[src/accel_calibrated_magnitude_smoother_unit_assert.svh]
// ----------------------------------------------------------------------------
// Assertion macros for the calibrated magnitude smoother
// Shared concurrent assertion forms, clocked on the rising edge and
// disabled while the synchronous reset is asserted.
// ----------------------------------------------------------------------------
`ifndef ACCEL_CALIBRATED_MAGNITUDE_SMOOTHER_UNIT_ASSERT_SVH
`define ACCEL_CALIBRATED_MAGNITUDE_SMOOTHER_UNIT_ASSERT_SVH

// The consequent must hold in the same cycle as the antecedent.
`define ACMS_ASSERT_IMP(name, clk, rst_n, ante, cons) \
  name: assert property (@(posedge clk) disable iff (!rst_n) (ante) |-> (cons)) \
    else $error("acms assertion failed");

// The consequent must hold in the cycle after the antecedent.
`define ACMS_ASSERT_NXT(name, clk, rst_n, ante, cons) \
  name: assert property (@(posedge clk) disable iff (!rst_n) (ante) |=> (cons)) \
    else $error("acms assertion failed");

`endif

[src/acms_pkg.sv]
// ----------------------------------------------------------------------------
// acms_pkg
// Widths, constants and the controller/datapath interface types of the
// calibrated magnitude smoother.
// ----------------------------------------------------------------------------
package acms_pkg;

  localparam int CAL_SAMPLES_DEF = 1024;
  localparam int RAW_W           = 16;
  localparam int OUT_W           = 27;
  localparam int WLEN_W          = 8;
  localparam int NUM_AXES        = 3;
  localparam int DIVISOR         = 5;

  localparam logic [WLEN_W-1:0] WLEN_RESET = WLEN_W'(30);

  localparam logic [1:0] AXIS_X = 2'd0;
  localparam logic [1:0] AXIS_Y = 2'd1;
  localparam logic [1:0] AXIS_Z = 2'd2;

  function automatic int max_int(input int a, input int b);
    return (a > b) ? a : b;
  endfunction

  // Calibration sample counter, able to hold the sample count itself.
  function automatic int cnt_w(input int cal);
    return $clog2(cal + 1);
  endfunction

  // Per-axis offset sum; the offset-free magnitude |raw*cal - sum| fits too.
  function automatic int sum_w(input int cal);
    return RAW_W + $clog2(cal);
  endfunction

  // Sum of three squares.
  function automatic int sq_w(input int cal);
    return 2 * sum_w(cal) + 2;
  endfunction

  // Square root result, also the number of root iterations.
  function automatic int mag_w(input int cal);
    return sum_w(cal) + 1;
  endfunction

  // Numerator 2*prev + 3*mag, rounded up to whole radix-4 digits.
  function automatic int dn_w(input int cal);
    int w;
    w = max_int(OUT_W + 1, mag_w(cal) + 2) + 1;
    return w + (w % 2);
  endfunction

  function automatic int div_iters(input int cal);
    return dn_w(cal) / 2;
  endfunction

  function automatic int step_w(input int cal);
    return $clog2(max_int(mag_w(cal), max_int(div_iters(cal), NUM_AXES)));
  endfunction

  typedef struct packed {
    logic       cal_acc;
    logic       load_in;
    logic       sq_step;
    logic [1:0] axis;
    logic       root_step;
    logic       div_init;
    logic       div_step;
    logic       finish;
  } cmd_t;

  typedef struct packed {
    logic calibrating;
    logic window_end;
  } sts_t;

endpackage

[src/acms_dp.sv]
// ----------------------------------------------------------------------------
// acms_dp
// Datapath: offset sums, squares on a shared multiplier, iterative square
// root, radix-4 divide by five, window state and the result register.
// ----------------------------------------------------------------------------
module acms_dp #(
  parameter int CAL_SAMPLES = acms_pkg::CAL_SAMPLES_DEF
) (
  input  logic                                clk,
  input  logic                                rst_n,
  input  logic                                cfg_we,
  input  logic [acms_pkg::WLEN_W-1:0]         cfg_wdata,
  input  logic signed [acms_pkg::RAW_W-1:0]   in_raw_x,
  input  logic signed [acms_pkg::RAW_W-1:0]   in_raw_y,
  input  logic signed [acms_pkg::RAW_W-1:0]   in_raw_z,
  input  acms_pkg::cmd_t                      cmd,
  output acms_pkg::sts_t                      sts,
  output logic [acms_pkg::OUT_W-1:0]          out_smoothed_magnitude
);

  localparam int RAW_W  = acms_pkg::RAW_W;
  localparam int OUT_W  = acms_pkg::OUT_W;
  localparam int WLEN_W = acms_pkg::WLEN_W;
  localparam int CNT_W  = acms_pkg::cnt_w(CAL_SAMPLES);
  localparam int SUM_W  = acms_pkg::sum_w(CAL_SAMPLES);
  localparam int D_W    = SUM_W + 1;
  localparam int A_W    = SUM_W;
  localparam int SQ_W   = acms_pkg::sq_w(CAL_SAMPLES);
  localparam int MAG_W  = acms_pkg::mag_w(CAL_SAMPLES);
  localparam int DN_W   = acms_pkg::dn_w(CAL_SAMPLES);

  localparam logic signed [D_W-1:0] CAL_S    = D_W'(CAL_SAMPLES);
  localparam logic [CNT_W-1:0]      CAL_CNT  = CNT_W'(CAL_SAMPLES);
  localparam logic [SQ_W-1:0]       BIT_TOP  = SQ_W'(1) << (SQ_W - 2);
  localparam logic [4:0]            DIV_X1   = 5'(acms_pkg::DIVISOR);
  localparam logic [4:0]            DIV_X2   = 5'(2 * acms_pkg::DIVISOR);
  localparam logic [4:0]            DIV_X3   = 5'(3 * acms_pkg::DIVISOR);

  // Window and calibration state.
  logic [WLEN_W-1:0]       wlen_r;
  logic [CNT_W-1:0]        cal_cnt_r;
  logic signed [SUM_W-1:0] sum_r [acms_pkg::NUM_AXES];
  logic [WLEN_W-1:0]       pos_r;
  logic [OUT_W-1:0]        smooth_r;

  // Working registers of one sample.
  logic [A_W-1:0]          abs_r [acms_pkg::NUM_AXES];
  logic [SQ_W-1:0]         acc_r;
  logic [SQ_W-1:0]         root_r;
  logic [SQ_W-1:0]         bit_r;
  logic [DN_W-1:0]         num_r;
  logic [DN_W-1:0]         quo_r;
  logic [2:0]              rmd_r;
  logic [OUT_W-1:0]        out_r;

  logic signed [RAW_W-1:0] raw_in [acms_pkg::NUM_AXES];
  logic signed [D_W-1:0]   diff   [acms_pkg::NUM_AXES];
  logic [A_W-1:0]          abs_nxt [acms_pkg::NUM_AXES];
  logic [A_W-1:0]          sq_sel;
  logic [2*A_W-1:0]        sq_prod;
  logic [SQ_W-1:0]         trial;
  logic [DN_W-1:0]         mag_ext;
  logic [DN_W-1:0]         num_init;
  logic [4:0]              part;
  logic [1:0]              digit;
  logic [2:0]              rmd_nxt;
  logic [WLEN_W:0]         len_eff;
  logic [WLEN_W:0]         pos_inc;

  assign raw_in[0] = in_raw_x;
  assign raw_in[1] = in_raw_y;
  assign raw_in[2] = in_raw_z;

  // Offset removal in units of one calibration sample fraction.
  always_comb begin
    for (int i = 0; i < acms_pkg::NUM_AXES; i++) begin
      diff[i]    = D_W'(raw_in[i]) * CAL_S - D_W'(sum_r[i]);
      abs_nxt[i] = diff[i][D_W-1] ? A_W'(-diff[i]) : A_W'(diff[i]);
    end
  end

  always_comb begin
    case (cmd.axis)
      acms_pkg::AXIS_X: sq_sel = abs_r[0];
      acms_pkg::AXIS_Y: sq_sel = abs_r[1];
      default:          sq_sel = abs_r[2];
    endcase
  end

  assign sq_prod = sq_sel * sq_sel;
  assign trial   = root_r + bit_r;

  assign mag_ext  = DN_W'(root_r[MAG_W-1:0]);
  assign num_init = (DN_W'(smooth_r) << 1) + (mag_ext << 1) + mag_ext;

  // One radix-4 quotient digit of the divide by five.
  always_comb begin
    part = {rmd_r, num_r[DN_W-1 -: 2]};
    if (part >= DIV_X3) begin
      digit   = 2'd3;
      rmd_nxt = 3'(part - DIV_X3);
    end else if (part >= DIV_X2) begin
      digit   = 2'd2;
      rmd_nxt = 3'(part - DIV_X2);
    end else if (part >= DIV_X1) begin
      digit   = 2'd1;
      rmd_nxt = 3'(part - DIV_X1);
    end else begin
      digit   = 2'd0;
      rmd_nxt = 3'(part);
    end
  end

  // A stored length of zero stands for 256 samples.
  assign len_eff = (wlen_r == '0) ? (WLEN_W+1)'(1 << WLEN_W) : {1'b0, wlen_r};
  assign pos_inc = {1'b0, pos_r} + (WLEN_W+1)'(1);

  assign sts.calibrating = (cal_cnt_r < CAL_CNT);
  assign sts.window_end  = (pos_inc >= len_eff);

  always_ff @(posedge clk) begin
    if (!rst_n) begin
      wlen_r    <= acms_pkg::WLEN_RESET;
      cal_cnt_r <= '0;
      pos_r     <= '0;
      smooth_r  <= '0;
      for (int i = 0; i < acms_pkg::NUM_AXES; i++) begin
        sum_r[i] <= '0;
      end
    end else begin
      if (cfg_we) begin
        wlen_r <= cfg_wdata;
      end
      if (cmd.cal_acc) begin
        cal_cnt_r <= cal_cnt_r + CNT_W'(1);
        for (int i = 0; i < acms_pkg::NUM_AXES; i++) begin
          sum_r[i] <= sum_r[i] + SUM_W'(raw_in[i]);
        end
      end
      if (cmd.finish) begin
        if (sts.window_end) begin
          pos_r    <= '0;
          smooth_r <= '0;
        end else begin
          pos_r    <= pos_r + WLEN_W'(1);
          smooth_r <= quo_r[OUT_W-1:0];
        end
      end
    end
  end

  always_ff @(posedge clk) begin
    if (cmd.load_in) begin
      for (int i = 0; i < acms_pkg::NUM_AXES; i++) begin
        abs_r[i] <= abs_nxt[i];
      end
      acc_r  <= '0;
      root_r <= '0;
      bit_r  <= BIT_TOP;
    end
    if (cmd.sq_step) begin
      acc_r <= acc_r + SQ_W'(sq_prod);
    end
    if (cmd.root_step) begin
      if (acc_r >= trial) begin
        acc_r  <= acc_r - trial;
        root_r <= (root_r >> 1) + bit_r;
      end else begin
        root_r <= root_r >> 1;
      end
      bit_r <= bit_r >> 2;
    end
    if (cmd.div_init) begin
      num_r <= num_init;
      quo_r <= '0;
      rmd_r <= '0;
    end
    if (cmd.div_step) begin
      num_r <= num_r << 2;
      quo_r <= {quo_r[DN_W-3:0], digit};
      rmd_r <= rmd_nxt;
    end
    if (cmd.finish && sts.window_end) begin
      out_r <= quo_r[OUT_W-1:0];
    end
  end

  assign out_smoothed_magnitude = out_r;

endmodule

[src/acms_ctrl.sv]
// ----------------------------------------------------------------------------
// acms_ctrl
// Controller: sequences squares, root, divide and window update for one
// sample, and owns both channel handshakes.
// ----------------------------------------------------------------------------
`include "accel_calibrated_magnitude_smoother_unit_assert.svh"

module acms_ctrl #(
  parameter int CAL_SAMPLES = acms_pkg::CAL_SAMPLES_DEF
) (
  input  logic           clk,
  input  logic           rst_n,
  input  logic           in_valid,
  output logic           in_stall,
  output logic           out_valid,
  input  logic           out_stall,
  input  acms_pkg::sts_t sts,
  output acms_pkg::cmd_t cmd
);

  localparam int STEP_W = acms_pkg::step_w(CAL_SAMPLES);
  localparam logic [STEP_W-1:0] ROOT_LAST = STEP_W'(acms_pkg::mag_w(CAL_SAMPLES) - 1);
  localparam logic [STEP_W-1:0] DIV_LAST  = STEP_W'(acms_pkg::div_iters(CAL_SAMPLES) - 1);

  typedef enum logic [5:0] {
    ST_IDLE = 6'b000001,
    ST_SQ   = 6'b000010,
    ST_ROOT = 6'b000100,
    ST_PREP = 6'b001000,
    ST_DIV  = 6'b010000,
    ST_DONE = 6'b100000
  } state_t;

  state_t            state_r, state_nxt;
  logic [STEP_W-1:0] cnt_r, cnt_nxt;
  logic              out_valid_r, out_valid_nxt;
  logic              root_last;
  logic              result_load;

  always_comb begin
    state_nxt     = state_r;
    cnt_nxt       = cnt_r;
    cmd           = '0;
    in_stall      = 1'b1;
    out_valid_nxt = out_valid_r && out_stall;
    case (state_r)
      ST_IDLE: begin
        // No sample is taken while reset is held.
        in_stall = !rst_n;
        if (in_valid && !in_stall) begin
          if (sts.calibrating) begin
            cmd.cal_acc = 1'b1;
          end else begin
            cmd.load_in = 1'b1;
            state_nxt   = ST_SQ;
            cnt_nxt     = '0;
          end
        end
      end
      ST_SQ: begin
        cmd.sq_step = 1'b1;
        cmd.axis    = cnt_r[1:0];
        if (cnt_r[1:0] == acms_pkg::AXIS_Z) begin
          state_nxt = ST_ROOT;
          cnt_nxt   = '0;
        end else begin
          cnt_nxt = cnt_r + STEP_W'(1);
        end
      end
      ST_ROOT: begin
        cmd.root_step = 1'b1;
        if (cnt_r == ROOT_LAST) begin
          state_nxt = ST_PREP;
          cnt_nxt   = '0;
        end else begin
          cnt_nxt = cnt_r + STEP_W'(1);
        end
      end
      ST_PREP: begin
        cmd.div_init = 1'b1;
        state_nxt    = ST_DIV;
      end
      ST_DIV: begin
        cmd.div_step = 1'b1;
        if (cnt_r == DIV_LAST) begin
          state_nxt = ST_DONE;
          cnt_nxt   = '0;
        end else begin
          cnt_nxt = cnt_r + STEP_W'(1);
        end
      end
      ST_DONE: begin
        // A finished window waits only while an older result is still held.
        if (!sts.window_end || !out_valid_r || !out_stall) begin
          cmd.finish = 1'b1;
          if (sts.window_end) begin
            out_valid_nxt = 1'b1;
          end
          state_nxt = ST_IDLE;
        end
      end
      default: begin
        state_nxt = ST_IDLE;
      end
    endcase
  end

  always_ff @(posedge clk) begin
    if (!rst_n) begin
      state_r     <= ST_IDLE;
      cnt_r       <= '0;
      out_valid_r <= 1'b0;
    end else begin
      state_r     <= state_nxt;
      cnt_r       <= cnt_nxt;
      out_valid_r <= out_valid_nxt;
    end
  end

  assign out_valid = out_valid_r;

  assign root_last   = (state_r == ST_ROOT) && (cnt_r == ROOT_LAST);
  assign result_load = cmd.finish && sts.window_end;

  `ACMS_ASSERT_NXT(a_load_starts_squares, clk, rst_n, cmd.load_in, state_r == ST_SQ)
  `ACMS_ASSERT_NXT(a_root_runs_full, clk, rst_n, root_last, state_r == ST_PREP)
  `ACMS_ASSERT_IMP(a_no_result_overwrite, clk, rst_n, result_load, !(out_valid_r && out_stall))
  `ACMS_ASSERT_NXT(a_window_end_shows, clk, rst_n, result_load, out_valid_r)

endmodule

[src/accel_calibrated_magnitude_smoother_unit.sv]
// ----------------------------------------------------------------------------
// accel_calibrated_magnitude_smoother_unit
// Offset-calibrated three-axis acceleration magnitude with windowed
// exponential smoothing.
// ----------------------------------------------------------------------------
// Usage:
// Samples enter on the in_ channel (in_valid/in_stall); a sample transfers
// on a rising edge with in_valid high and in_stall low. After reset the
// first CAL_SAMPLES transfers only build the per-axis offset sums and
// produce no result. Every later sample passes, in order, through an
// accept step, three squares on the shared multiplier, the iterative
// square root with one step per root bit, a divide setup, the radix-4
// divide by five and a window update; in_stall stays high until the
// window update is done. The square root has the most steps.
// One result transfers on the out_ channel at the end of each window of
// cfg_wdata samples (a stored zero means 256), once the last sample of
// the window is done. A result waits in the output register while
// out_stall is high; the next sample is still taken and worked on, and only
// the next window end holds off until the old result has transferred.
// Synchronous reset (rst_n low) holds in_stall high, restarts calibration
// and sets the window length to 30. Write cfg_wdata with cfg_we while idle.
// ----------------------------------------------------------------------------
module accel_calibrated_magnitude_smoother_unit #(
  parameter int CAL_SAMPLES = acms_pkg::CAL_SAMPLES_DEF
) (
  input  logic                              clk,
  input  logic                              rst_n,
  input  logic                              cfg_we,
  input  logic [acms_pkg::WLEN_W-1:0]       cfg_wdata,
  input  logic                              in_valid,
  output logic                              in_stall,
  input  logic signed [acms_pkg::RAW_W-1:0] in_raw_x,
  input  logic signed [acms_pkg::RAW_W-1:0] in_raw_y,
  input  logic signed [acms_pkg::RAW_W-1:0] in_raw_z,
  output logic                              out_valid,
  input  logic                              out_stall,
  output logic [acms_pkg::OUT_W-1:0]        out_smoothed_magnitude
);

  // Commands from the controller and status back from the datapath.
  acms_pkg::cmd_t cmd;
  acms_pkg::sts_t sts;

  acms_ctrl #(
    .CAL_SAMPLES (CAL_SAMPLES)
  ) u_ctrl (
    .clk       (clk),
    .rst_n     (rst_n),
    .in_valid  (in_valid),
    .in_stall  (in_stall),
    .out_valid (out_valid),
    .out_stall (out_stall),
    .sts       (sts),
    .cmd       (cmd)
  );

  // The datapath holds the offset sums, the window state and the result.
  acms_dp #(
    .CAL_SAMPLES (CAL_SAMPLES)
  ) u_dp (
    .clk                    (clk),
    .rst_n                  (rst_n),
    .cfg_we                 (cfg_we),
    .cfg_wdata              (cfg_wdata),
    .in_raw_x               (in_raw_x),
    .in_raw_y               (in_raw_y),
    .in_raw_z               (in_raw_z),
    .cmd                    (cmd),
    .sts                    (sts),
    .out_smoothed_magnitude (out_smoothed_magnitude)
  );

endmodule
[config.mk]
export PLATFORM = sky130hd
export DESIGN_NAME = accel_calibrated_magnitude_smoother_unit
export DESIGN_NICKNAME = d
export VERILOG_FILES = /design/src/acms_pkg.sv /design/src/acms_dp.sv /design/src/acms_ctrl.sv /design/src/accel_calibrated_magnitude_smoother_unit.sv
export VERILOG_INCLUDE_DIRS = /design/src /design/src/src
export SDC_FILE = /design/constraint.sdc
export NUM_CORES = 2
export LEC_CHECK = 0
export ABC_CLOCK_PERIOD_IN_PS = 13200
export BUFFER_PORTS_ARGS = -buffer_cell sky130_fd_sc_hd__buf_2
export CAP_MARGIN = 5
export CORE_MARGIN = 1.5
export CORE_UTILIZATION = 29
export DETAILED_ROUTE_END_ITERATION = 7
export PLACE_DENSITY = 0.47
export SLEW_MARGIN = 5
export SYNTH_ARGS = -nofsm -noshare
export SYNTH_HDL_FRONTEND = slang
export SYNTH_HIERARCHICAL = 1
export SYNTH_SLANG_ARGS = --single-unit
[constraint.sdc]
create_clock -name clk -period 13.2 [get_ports clk]
set_input_delay 0.66 -clock clk [delete_from_list [all_inputs] [get_ports clk]]
set_output_delay 0.66 -clock clk [all_outputs]
set_load 0.05 [all_outputs]
==> impl_results.md <==
* Synth unique cells at 105
* Dpl hpwl at approximately 130 mm
* Root Driver: clkbuf_16
* DRC Markers at 0
* Async SR Flop Fraction at 0%
* Syn. warnings at 6
* Post-synthesis mux area share at about 1.7%
* FMAX at 0.0919 GHz
* Post-Syn Nets at around 7300
* Power per cell area at 150 nW/um^2
* Hold Path Depth at 3
* Placed Instances at between 8000 and 9000
* Total Power at 9.12 mW
* Main synth FF type: edfxtp_1
* Worst Skew at 0.0576 ns
* Leakage power at 26.9 nW
* #FFs+latches synth at 444
* Antenna Nets Post-Route at 0
* Final WL at ~160 mm
* Setup WS pre-CTS at ~2.4 ns
* Worst Slack Setup Final at 2.32 ns
* Via density at approximately 5
* Largest family of logic cells by synthesized area: adder cells
* Largest net degree at the start of global routing at 80
* Syn Std Cell Area at 55200 sq um
* Tcrit/Tclk final at 82.4%
* CTS Buf Count at 58
* Initial core utilization at roughly 29%
* DR WL/cell at 18.3 um
* Synth Area in Simple Gates at 14.5%
* Die area at 193000 sq um
* Ranking of synthesized cells by area: fa_1 (22%), edfxtp_1 (17%), ha_1 (11%), inv_1 (6.7%), dfxtp_1 (4.5%)
* Hold Fails Final Rpt at 0
* Clock transition at path regs at 0.06 ns
* CP max stage delay at 0.84 ns
* CTS tree: built
* Via Count at 43500
* Cell count after synthesis at 6188
* 1st-iter DRT viols at 2804
* Fillcell total at 19600
* DIE HEIGHT at roughly 440 um
* H-tree Lvls at 2
* Post-Synth Adder-Cell Area at 32.3%
* Cts repair resizes at 0
* Synthesized area per cell at 8.92 sq um
* Xor/xnor cell area share of the yosys netlist at slightly above 6%
* R2r worst-path depth at 33
* Antenna violations before repair at 1
* Top cell type's share of synthesized area at 21.5%
* First-pass GRT wire length at 252 mm
* Worst-skew pair later-pin latency at 0.72 ns
* Hold_sp: cfg_wdata[1]
* Unrepaired setup endpoints after global routing: no
* Post-CTS Setup Repair Bufs at 0
* Port Buf Inserts at between 80 and 90
* Drt first pass iters at 5
* Max-cap violations at 0
* Final #Nets at 7315
* Critical path arrival at 11.46 ns
* Status: completed
* Synthesis-to-layout area growth at 9.93%
* EDFF count, synth at 321
* Rel. slew slack at 23.9%
* Die W at 439 um
* GRT Util Overall at around 16%
* Final Wtd Congestion at 0.877
* Cell taking the most area after synthesis: fa_1
* Crit. End Element: flop
* Total negative slack at 0 ns
* Finish-stage setup viols at 0
* Total gr overflow at 0
* FF-to-FF Start: u_ctrl/state_r[2]
* Max FO, Critical Path at 26
* CP top delay family: adder cells
* Core area at 188000 sq um
* Crit path buf inv count at 10
* Worst path required time at 13.78 ns
* R2R Setup Slk at 2.32 ns
* Post-route insts no fill at just under 9000
* Site row count at 159
* Post-CTS Hold Fix Bufs at 0
* Worst IR Drop VDD at 0.218 mV
* CTS sink cnt at 444
* Hold endpoint: u_dp/wlen_r[1]
* Slowest cell on the critical path: o31ai_1
* Vias in the first global route at 43600
* # IOs at 90
* Path type of the worst setup path: reg2reg
* Crit Reg-Reg Endpoint: u_dp/acc_r[48]
* Worst hold path class: in2reg
* Share of post-route cells with drive strength above 1 at ~5.9%
* Compound-Gate Fraction of Synth Area at 15.2%
* Worst-margin pin slew at 1.11 ns
* Bufs on Longest Clock Path at 3
* Sequential area share after synthesis at 21.9%
* Crit path launch type: flop
* Post-layout min period at 10.88 ns
* Slew Limit Fails at 0
==> layer usage <==
layer  track usage, %  up-vias  routed length, um
li1                 -    20900                  -
met1             23.4    21700              76600
met2             26.9      747              74300
met3             1.91      149               6200
met4             3.09        0               2550
met5                0        -                  0
==> sequential cells by signal (all words and copies together) (netlist names) <==
register / cells
u_dp/out_smoothed_magnitude: 27
u_dp/acc_r: 54
u_ctrl/cnt_r: 5
u_dp/quo_r: 27
u_dp/num_r: 30
u_dp/abs_r: 78
u_dp/rmd_r: 3
u_dp/bit_r: 27
u_ctrl/state_r: 6
u_dp/pos_r: 8
u_dp/wlen_r: 8
u_dp/root_r: 54
u_ctrl/out_valid: 1
u_dp/sum_r: 78
u_dp/smooth_r: 27
u_dp/cal_cnt_r: 11
==> tightest hold or removal path, delay by kind of cell <==
kind	cells	cell delay [ns]
compound gates	1	0.06
simple gates	1	0.04
buf+inv	1	0.07
==> area by class of cell <==
class	instances	area (sq um)	share of cell area, %
multi-input cells	4539	38700	63.7
flip-flops and latches	444	12100	19.9
inverters	995	3730	6.15
well taps	2495	3120	5.14
clock buffers	72	1600	2.63
repair buffers	148	888	1.46
clock inverters	38	569	0.938
diodes	1	2.50	0.00412
==> placed cells by master, fill, tap and decap left out, types with 84 or more instances in the layout <==
master / n
fa_1: 594
nor2_1: 467
a21oi_1: 365
nand3_1: 90
a21o_1: 148
o21ai_0: 210
ha_1: 474
dfxtp_1: 123
buf_2: 89
edfxtp_1: 321
xnor2_1: 236
inv_1: 985
and2_1: 84
xor2_1: 151
nand2_1: 581
==> Yosys cell counts, types with 58 or more instances <==
| cell | number |
|---|---|
| dfxtp_1 | 123 |
| a21o_1 | 148 |
| nand3_1 | 90 |
| a21oi_1 | 365 |
| o21a_1 | 62 |
| xnor2_1 | 236 |
| nor2_1 | 471 |
| nand2_1 | 582 |
| inv_1 | 985 |
| clkbuf_1 | 178 |
| and2_1 | 84 |
| fa_1 | 594 |
| nor3_1 | 84 |
| edfxtp_1 | 321 |
| mux2i_1 | 58 |
| a31oi_1 | 75 |
| ha_1 | 474 |
| o21ai_0 | 216 |
| xor2_1 | 151 |
==> logic make-up (layout without fill, tap and decap cells) <==
kind of cell             after synthesis  in the layout
other                                  0              1
AND/OR/NAND/NOR                     1696           1696
adder cells (fa/ha/maj)             1068           1068
multiplexers                          92             92
XOR/XNOR                             387            387
AO/OA/AOI/OAI                       1296           1296
flip-flops                           444            444
buffers and inverters               1205           1253
==> how the worst max path moves through the flow <==
| stage | start | end | slack [ns] | cells past startpoint |
|---|---|---|---|---|
| final | u_ctrl/state_r[2] | u_dp/acc_r[48] | 2.32 | 33 |
| after floorplan | u_ctrl/state_r[2] | u_dp/acc_r[48] | 3.74 | 32 |
| after global routing | u_ctrl/state_r[2] | u_dp/acc_r[48] | 1.74 | 33 |
| after CTS | u_ctrl/state_r[2] | u_dp/acc_r[48] | 2.34 | 29 |
| after global placement | u_ctrl/state_r[2] | u_dp/acc_r[48] | 2.50 | 29 |
| after detailed placement | u_ctrl/state_r[2] | u_dp/acc_r[48] | 2.40 | 29 |
==> per-stage QoR <==
| step | utilization [%] | hold WS, ns | cell area (sq um) |
|---|---|---|---|
| 3_5_place_dp | 31.1 | 0.465 | 58500 |
| 3_3_place_gp | 31.1 | 0.456 | 58500 |
| 4_1_cts | 32.2 | 0.0973 | 60700 |
| 6_report | 32.2 | 0.157 | 60700 |
| 5_1_grt | 32.2 | 0.145 | 60700 |
| 2_1_floorplan | - | 0.420 | 55200 |
==> power by group <==
group | internal [mW] | switching [mW]
Combinational | 2.18 | 3.37
Clock | 1.07 | 0.724
Sequential | 1.63 | 0.152
Total | 4.88 | 4.24
No activity file was read; power rests on OpenSTA's default activity.
